### src/rtl/core/bsc_pkg.sv
// Shared constants and types for the Bhaskara sine/cosine block.
`default_nettype none
package bsc_pkg;

   localparam int ANGLE_W = 16;           // signed Q3.12 angle
   localparam int SUM_W   = ANGLE_W + 1;  // angle plus quarter-turn offset
   localparam int X_W     = 14;           // magnitude, never above pi
   localparam int P_W     = 26;           // x*(pi-x), at most (pi/2)^2 in Q.24
   localparam int REM_W   = 30;           // divider remainder and divisor
   localparam int QUO_W   = 15;           // quotient bits, peak result is 2^14
   localparam int VAL_W   = 16;           // signed Q1.14 result

   // Q.12 angle constants
   localparam logic signed [SUM_W-1:0] PI_S      = SUM_W'(12868);
   localparam logic signed [SUM_W-1:0] NEG_PI_S  = SUM_W'(-12868);
   localparam logic signed [SUM_W-1:0] HALF_PI_S = SUM_W'(6434);
   localparam logic signed [SUM_W-1:0] TWO_PI_S  = SUM_W'(25736);
   localparam logic signed [SUM_W-1:0] FOUR_PI_S = SUM_W'(51472);
   localparam logic [X_W-1:0]          PI_X      = X_W'(12868);

   // 5*pi^2 in Q.24
   localparam logic [REM_W-1:0] DEN_BASE = REM_W'(827927120);

   localparam logic OP_SINE   = 1'b0;
   localparam logic OP_COSINE = 1'b1;

   // Word handed from cell to cell along the divider row
   typedef struct packed {
      logic             neg;
      logic [REM_W-1:0] den;
      logic [REM_W-1:0] rem;
      logic [QUO_W-1:0] quo;
   } bsc_div_type;

endpackage
`default_nettype wire

### src/rtl/core/bhaskara_sine_cosine_top.sv
// Bhaskara sine/cosine approximation: Q3.12 radians in, Q1.14 value out, one request per cycle.
// Four front stages (offset, wrap and magnitude, product, divisor) feed a row of fifteen
// divider cells, one quotient bit per cell. A new request enters every cycle while the
// result side keeps up; each stage holds its request only while the stage behind it is
// full and stalled, so bubbles close up and the last cell serves as the output register.
`default_nettype none
module bhaskara_sine_cosine_top (
   input  wire logic                                clock,
   input  wire logic                                reset,
   input  wire logic                                req_valid,
   output logic                                     req_ready,
   input  wire logic                                req_type,
   input  wire logic signed [bsc_pkg::ANGLE_W-1:0]  req_angle,
   output logic                                     rsp_valid,
   input  wire logic                                rsp_ready,
   output logic signed [bsc_pkg::VAL_W-1:0]         rsp_value
);

   logic                    chain_valid [bsc_pkg::QUO_W+1];
   logic                    chain_ready [bsc_pkg::QUO_W+1];
   bsc_pkg::bsc_div_type    chain_data  [bsc_pkg::QUO_W+1];
   bsc_pkg::bsc_div_type    last;
   logic [bsc_pkg::VAL_W-1:0] mag;

   bsc_front u_front (
      .clock     (clock),
      .reset     (reset),
      .in_valid  (req_valid),
      .in_ready  (req_ready),
      .in_type   (req_type),
      .in_angle  (req_angle),
      .out_valid (chain_valid[0]),
      .out_ready (chain_ready[0]),
      .out_data  (chain_data[0])
   );

   for (genvar i = 0; i < bsc_pkg::QUO_W; i++) begin : g_cell
      bsc_div_cell u_cell (
         .clock     (clock),
         .reset     (reset),
         .in_valid  (chain_valid[i]),
         .in_ready  (chain_ready[i]),
         .in_data   (chain_data[i]),
         .out_valid (chain_valid[i+1]),
         .out_ready (chain_ready[i+1]),
         .out_data  (chain_data[i+1])
      );
   end

   assign last                           = chain_data[bsc_pkg::QUO_W];
   assign chain_ready[bsc_pkg::QUO_W]    = rsp_ready;
   assign rsp_valid                      = chain_valid[bsc_pkg::QUO_W];

   // apply the sign after truncating the magnitude
   assign mag       = {1'b0, last.quo};
   assign rsp_value = last.neg ? -mag : mag;

endmodule
`default_nettype wire

### src/rtl/core/bsc_front.sv
// Front end: quarter-turn offset, range wrap, magnitude, product and divisor.
`default_nettype none
module bsc_front (
   input  wire logic                                clock,
   input  wire logic                                reset,
   input  wire logic                                in_valid,
   output logic                                     in_ready,
   input  wire logic                                in_type,
   input  wire logic signed [bsc_pkg::ANGLE_W-1:0]  in_angle,
   output logic                                     out_valid,
   input  wire logic                                out_ready,
   output bsc_pkg::bsc_div_type                     out_data
);

   logic adv1, adv2, adv3, adv4;

   logic                                 s1_valid_ff, s2_valid_ff, s3_valid_ff, s4_valid_ff;
   logic signed [bsc_pkg::SUM_W-1:0]     s1_sum_ff;
   logic signed [bsc_pkg::SUM_W-1:0]     s1_sum_in;
   logic                                 s2_neg_ff, s3_neg_ff;
   logic [bsc_pkg::X_W-1:0]              s2_x_ff;
   logic [bsc_pkg::X_W-1:0]              s2_x_in;
   logic                                 s2_neg_in;
   logic [bsc_pkg::P_W-1:0]              s3_p_ff;
   logic [2*bsc_pkg::X_W-1:0]            prod;
   logic [bsc_pkg::X_W-1:0]              pmx;
   bsc_pkg::bsc_div_type                 s4_data_ff;
   bsc_pkg::bsc_div_type                 s4_data_in;

   logic signed [bsc_pkg::SUM_W-1:0]     sub1, sub2, add1, wrapped;
   logic [bsc_pkg::SUM_W-1:0]            mag;

   assign adv4     = !s4_valid_ff || out_ready;
   assign adv3     = !s3_valid_ff || adv4;
   assign adv2     = !s2_valid_ff || adv3;
   assign adv1     = !s1_valid_ff || adv2;
   assign in_ready = adv1;

   // cosine is sine shifted by a quarter turn
   assign s1_sum_in = {in_angle[bsc_pkg::ANGLE_W-1], in_angle}
                    + ((in_type == bsc_pkg::OP_COSINE) ? bsc_pkg::HALF_PI_S
                                                       : bsc_pkg::SUM_W'(0));

   // at this width at most two turns come off the top and one goes onto the bottom
   assign sub1 = s1_sum_ff - bsc_pkg::TWO_PI_S;
   assign sub2 = s1_sum_ff - bsc_pkg::FOUR_PI_S;
   assign add1 = s1_sum_ff + bsc_pkg::TWO_PI_S;

   always_comb begin
      if (s1_sum_ff > bsc_pkg::PI_S) begin
         wrapped = (sub1 > bsc_pkg::PI_S) ? sub2 : sub1;
      end else if (s1_sum_ff < bsc_pkg::NEG_PI_S) begin
         wrapped = add1;
      end else begin
         wrapped = s1_sum_ff;
      end
   end

   assign mag       = wrapped[bsc_pkg::SUM_W-1] ? bsc_pkg::SUM_W'(-wrapped) : wrapped;
   assign s2_x_in   = mag[bsc_pkg::X_W-1:0];
   assign s2_neg_in = wrapped[bsc_pkg::SUM_W-1];

   assign pmx  = bsc_pkg::PI_X - s2_x_ff;
   assign prod = s2_x_ff * pmx;

   // numerator 16*p<<14 over a divisor below 2^30: its top part is p<<3 and the
   // low fifteen bits shifted into the divider are all zero
   always_comb begin
      s4_data_in.neg = s3_neg_ff;
      s4_data_in.rem = {1'b0, s3_p_ff, 3'b000};
      s4_data_in.den = bsc_pkg::DEN_BASE - {2'b00, s3_p_ff, 2'b00};
      s4_data_in.quo = '0;
   end

   always_ff @(posedge clock) begin
      if (reset) begin
         s1_valid_ff <= 1'b0;
         s2_valid_ff <= 1'b0;
         s3_valid_ff <= 1'b0;
         s4_valid_ff <= 1'b0;
      end else begin
         if (adv1) s1_valid_ff <= in_valid;
         if (adv2) s2_valid_ff <= s1_valid_ff;
         if (adv3) s3_valid_ff <= s2_valid_ff;
         if (adv4) s4_valid_ff <= s3_valid_ff;
      end
   end

   always_ff @(posedge clock) begin
      if (adv1 && in_valid) begin
         s1_sum_ff <= s1_sum_in;
      end
      if (adv2 && s1_valid_ff) begin
         s2_x_ff   <= s2_x_in;
         s2_neg_ff <= s2_neg_in;
      end
      if (adv3 && s2_valid_ff) begin
         s3_p_ff   <= prod[bsc_pkg::P_W-1:0];
         s3_neg_ff <= s2_neg_ff;
      end
      if (adv4 && s3_valid_ff) begin
         s4_data_ff <= s4_data_in;
      end
   end

   assign out_valid = s4_valid_ff;
   assign out_data  = s4_data_ff;

endmodule
`default_nettype wire

### src/rtl/core/bsc_div_cell.sv
// One divider cell: shifts the remainder, tries the divisor, keeps one quotient bit.
`default_nettype none
module bsc_div_cell (
   input  wire logic                  clock,
   input  wire logic                  reset,
   input  wire logic                  in_valid,
   output logic                       in_ready,
   input  wire bsc_pkg::bsc_div_type  in_data,
   output logic                       out_valid,
   input  wire logic                  out_ready,
   output bsc_pkg::bsc_div_type       out_data
);

   logic                          valid_ff;
   bsc_pkg::bsc_div_type          data_ff;
   bsc_pkg::bsc_div_type          data_in;
   logic [bsc_pkg::REM_W:0]       rem_sh;
   logic [bsc_pkg::REM_W:0]       diff;
   logic                          fits;

   assign rem_sh = {in_data.rem, 1'b0};
   assign diff   = rem_sh - {1'b0, in_data.den};
   assign fits   = rem_sh >= {1'b0, in_data.den};

   // remainder stays below the divisor, so it drops back to REM_W bits
   always_comb begin
      data_in     = in_data;
      data_in.rem = fits ? diff[bsc_pkg::REM_W-1:0] : rem_sh[bsc_pkg::REM_W-1:0];
      data_in.quo = {in_data.quo[bsc_pkg::QUO_W-2:0], fits};
   end

   assign in_ready = !valid_ff || out_ready;

   always_ff @(posedge clock) begin
      if (reset) begin
         valid_ff <= 1'b0;
      end else if (in_ready) begin
         valid_ff <= in_valid;
      end
   end

   always_ff @(posedge clock) begin
      if (in_ready && in_valid) begin
         data_ff <= data_in;
      end
   end

   assign out_valid = valid_ff;
   assign out_data  = data_ff;

endmodule
`default_nettype wire

### config.mk
export PLATFORM = sky130hd
export DESIGN_NAME = bhaskara_sine_cosine_top
export DESIGN_NICKNAME = d
export VERILOG_FILES = /design/src/rtl/core/bsc_pkg.sv /design/src/rtl/core/bhaskara_sine_cosine_top.sv /design/src/rtl/core/bsc_front.sv /design/src/rtl/core/bsc_div_cell.sv
export SDC_FILE = /design/constraint.sdc
export NUM_CORES = 2
export LEC_CHECK = 0
export ABC_AREA = 1
export BUFFER_PORTS_ARGS = -buffer_cell sky130_fd_sc_hd__buf_2
export CAP_MARGIN = 0
export CORE_MARGIN = 2
export CORE_UTILIZATION = 56
export CTS_BUF_LIST = sky130_fd_sc_hd__clkbuf_2
export DETAILED_ROUTE_END_ITERATION = 12
export HOLD_SLACK_MARGIN = 0.06
export PLACE_DENSITY = 0.73
export SYNTH_ARGS = -nofsm -noshare
export SYNTH_HDL_FRONTEND = slang
export SYNTH_HIERARCHICAL = 1
export SYNTH_SLANG_ARGS = --single-unit
### constraint.sdc
create_clock -name clock -period 6.3 [get_ports clock]
set_input_delay 0.63 -clock clock [delete_from_list [all_inputs] [get_ports clock]]
set_output_delay 0.63 -clock clock [all_outputs]
set_load 0.01 [all_outputs]
### Word level (Yosys, flattened, before mapping)

Cells that the tools add are included.

* add/sub/neg operators: 22
* $mul: 1
* magnitude comparators: 18
* mux-type cells: 20
* reduce and logical (&&, ||, !) cells: 57

Operator list (number)
* 31-bit by 30-bit >= comparator with 1-bit output: 14
* 30-bit 2-to-1 mux: 14
* 30-bit subtractor: 14
* 17-bit 2-to-1 mux: 3
* 17-bit by 15-bit > comparator with 1-bit output, second input constant: 2
* 30-bit >= comparator: 1
* 29-bit by 29-bit subtractor with 30-bit output, first input constant: 1
* 14-bit by 14-bit multiplier with 26-bit output: 1
* 1-bit logical AND: 19
* 1-bit zero test: 19
* 1-bit logical OR: 19
* 17-bit by 16-bit adder with 17-bit output, second input constant: 1
* 17-bit adder: 1
* 17-bit by 15-bit < comparator with 1-bit output, second input constant: 1
* 17-bit by 16-bit subtractor with 17-bit output, second input constant: 1
* 17-bit subtractor, second input constant: 1
* 16-bit 2-to-1 mux: 1
* 15-bit negation with 16-bit output: 1
* 14-bit 2-to-1 mux: 1
* 14-bit negation: 1
* 14-bit subtractor, first input constant: 1
* 13-bit 2-to-1 mux: 1

* flip-flop bits (word level): 1110
* input port bits: 21
* output and inout port bits: 18
* logic and storage cells: 218

### Depth between registers and ports, before layout

* depth after elaboration: 21
* depth in mapped cells: 39
* depth with buffers taken out: 39

### Modules after synthesis

The synthesis kept the hierarchy.

Modules (own cells, without submodules)
* bsc_div_cell at g_cell[0].u_cell ...: instances 14, cells each 690, area an instance 5292.6 µm², sequential area each 2302.2 µm²
* bsc_front: instances 1, cells each 1450, area an instance 12827.3 µm², sequential area each 3443.3 µm²
* bsc_div_cell at g_cell[1].u_cell: instances 1, cells each 688, area an instance 5273.8 µm², sequential area each 2302.2 µm²
* bhaskara_sine_cosine_top: instances 1, cells each 87, area an instance 422.9 µm², sequential area each 0.0 µm²

### Worst setup path after synthesis

Ideal clock, no wire load.

* kind: register to register
* from: register u_front/s2_x_ff[1] (netlist bit)
* to: register u_front/s3_p_ff[22] (netlist bit) (data pin)
* library setup time: 0.265 ns
* data arrival time: 6.556 ns
* data required time: 6.035 ns
* slack: -0.521 ns
* cell stages (with the launch flop): 32
* cells stage by stage: edfxtp_1 buf_2 inv_1 ha_1 inv_1 a21oi_1 nand2_1 nand2_1 nand2_1 nand2_1 nand2_1 ha_1 clkbuf_1 inv_1 nand2_1 fa_1 fa_1 inv_1 fa_1 fa_1 fa_1 inv_1 fa_1 inv_1 ha_1 a21oi_1 o21ai_0 a21o_1 a21o_1 a21boi_0 o21ai_0 xor2_1

* longest elaborated chain between the ends: 2

RTL lines
* from (decl): RTL line bsc_front.sv:21 `logic [bsc_pkg::X_W-1:0] s2_x_ff;`
* from (signal assigned): RTL line bsc_front.sv:94 `s2_x_ff <= s2_x_in;`
* 14-bit subtractor: RTL line bsc_front.sv:63 `assign pmx = bsc_pkg::PI_X - s2_x_ff;`
* 14-bit by 14-bit multiplier with 26-bit output *: RTL line bsc_front.sv:64 `assign prod = s2_x_ff * pmx;`
* named net u_front.prod (one bit): RTL line bsc_front.sv:25 `logic [2*bsc_pkg::X_W-1:0] prod;`
* to (signal assigned): RTL line bsc_front.sv:98 `s3_p_ff <= prod[bsc_pkg::P_W-1:0];`
* to (decl): RTL line bsc_front.sv:24 `logic [bsc_pkg::P_W-1:0] s3_p_ff;`

The timed path passes the listed nets; every way through them passes the cells marked *.
A chain may end at the register's enable or synchronous reset.

### Worst setup path after layout

* from: register u_front/s2_x_ff[1] (netlist bit)
* to: register u_front/s3_p_ff[25] (netlist bit) (data pin)

Same word-level chain as after synthesis.

==> impl_metrics.yaml <==
timing:
  period_minus_slack_ns: 6.41
  finalWorstSetupSlack_ns: -0.106
  skew_ns: 0.191
  relSlewSlack_pct: 22.1
  fin_crit_sh_pct: 102
  max_freq_mhz: 156
  rsz0062_at_grt: "true"
  worstMarginPinSlew_ns: 1.17
  finalHoldViolCount: 0
  finalSetupViolCount: 7
  drv_slew: 0
floorplan:
  initial_core_util_pct: 56.4
  core-area_mm2: 0.152
  dieArea_mm2: 0.156
  num_io_pins: 39
  die_y_um: 395
  die_w_um: 395
  rows: 143
cts:
  cts_sinks: 1106
  worstSkewPairLatency_ns: 1.78
  root_buffer: "clkbuf_2"
  clock_path_buffers: 4
  clk_pin_slew_ns: 0.11
  cts_tree: "yes"
  ctsHtreeMaxLevel: 5
  numCtsBuffers: 313
drt:
  remaining_drc_errors: 0
  wl_um: 294000
  vias: 75400
  vias_per_cell: 5.40
  drt-initial-drc-count: 6990
  first_pass_iters: 6
  wire_per_inst_um: 21.1
  ant_nets: 0
setup_path:
  end_kind: "register"
  crit_start: "u_front/s2_x_ff[1]"
  worstPathRequired_ns: 7.65
  reg2reg_depth: 30
  critPathKind: "register to register"
  arrival_ns: 7.76
  slowest_stage: "fa_1"
  r2r-end: "u_front/s3_p_ff[25]"
  reg2reg_setup_slack_ns: -0.11
  slowest_delay_ns: 0.54
  critPathMaxFanout: 5
  worst_setup_path_start_kind: "register"
  cp-endpoint: "u_front/s3_p_ff[25]"
  timing.rr.start: "u_front/s2_x_ff[1]"
place:
  port_buffers: 38
  dp.cells: 13300
  post-place-ws_ns: -0.411
  gp_congestion: 1.08
  post-dp-hpwl_um: 238000
layout:
  num-nets-final: 12400
  final_common_cell: "nand2_1"
  instances_no_fill: 14000
  areaGrowthSynthToFinish_pct: 7.85
  drive_gt1_share_pct: 11.5
  layout_common_cells: "nand2_1, inv_1, edfxtp_1"
  multiInputGateArea_mm2: 0.0431
  num-fill-cells: 14100
  seqCellArea_mm2: 0.0330
grt:
  gr-usage-all-layers_pct: 37.4
  grt_start_max_net_pins: 71
  grt_pass1_vias: 74200
  grt_remaining_overflow: 0
  antenna_found_initial: 6
  grt_pass1_wl_um: 439000
yosys:
  synth_area_per_cell_um2: 7.58
  syn_inst: 11300
  yosys_warnings: 6
  syn-cell-area_mm2: 0.0857
hold_path:
  hp-class: "register to register"
job:
  maxCapViolCount: 0
pwr:
  p_leak_nw: 47.7
  ir_worst_vdd_mv: 0.936
  power.density_mw_per_mm2: 316
outcome:
  violations: "negative setup slack"
  status: "complete, but fails checks"
==> worst min-delay path by stage <==
stage | start | end | slack (ns) | cells after the start
after floorplan | u_front/out_data[75] | g_cell[0].u_cell/out_data[75] | 0.40 | 0
after global placement | g_cell[2].u_cell/out_data[1] | g_cell[3].u_cell/out_data[2] | 0.40 | 0
after detailed placement | g_cell[4].u_cell/out_data[4] | g_cell[5].u_cell/out_data[5] | 0.40 | 0
after CTS | req_type | u_front/s1_sum_ff[12] | 0.11 | 6
after global routing | req_type | u_front/s1_sum_ff[12] | 0.21 | 6
final | g_cell[3].u_cell/out_data[67] | g_cell[4].u_cell/out_data[67] | 0.34 | 0
==> metal layers <==
metal	routed length [um]	track usage, %	share of wire [%]
met5	23	0	0.0078
met3	19100	5.90	6.5
met1	107000	41.8	36
met4	27500	30.1	9.3
met2	141000	63.4	48
==> worst max-delay path, delay by kind of cell (launching register included) <==
kind | cells | cell delay, ns
compound gates | 9 | 1.37
xor+xnor | 1 | 0.14
fa+ha+maj | 9 | 3.14
buf+inv | 9 | 0.80
flops | 1 | 0.48
simple gates | 2 | 0.20
==> what timing repair did <==
action,in CTS,in global routing
endpoints found under the setup margin,11,11
gates resized for setup,77,49
hold endpoints to repair,187,0
hold buffers,67,0
pin swaps,40,59
setup buffers,9,14
==> layout make-up <==
class                   count  area share, %
repair buffers            263           2.26
flip-flops and latches   1106           35.7
multi-input cells        7651           46.6
clock buffers             438           2.37
diodes                     15         0.0406
clock inverters            79          0.517
inverters                2376           9.71
well taps                2030           2.75
==> report_power, final <==
part	switching [mW]	leakage, nW	internal [mW]
Sequential	0.202	9.97	8.77
Clock	3.13	2.08	2.10
Combinational	7.85	35.6	7.18
Total	11.2	47.7	18.0
==> state kept, by name, summed over array words and instances (netlist names) <==
name / flops
u_front/s1_sum_ff: 17
u_front/s2_valid_ff: 1
g_cell.u_cell/out_valid: 15
u_front/s3_neg_ff: 1
u_front/out_data: 53
u_front/s1_valid_ff: 1
u_front/s3_valid_ff: 1
g_cell.u_cell/out_data: 975
u_front/s3_p_ff: 26
u_front/s2_neg_ff: 1
u_front/s2_x_ff: 14
u_front/out_valid: 1
==> per-stage QoR <==
step                setup TNS (ns)  area [um2]  power, mW  hold slack (ns)  utilization (%)
CTS                          -1.30       92100       28.5            0.112             60.7
global placement             -2.58       88500       22.3            0.401             58.2
detailed placement           -2.45       88500       22.6            0.405             58.2
finish                      -0.594       92400       29.2            0.339             60.8
floorplan                 -0.00491       85800       17.7            0.400                -
global route                 -2.14       92400       31.4            0.212             60.8
Power figures use the tool's default switching activity.
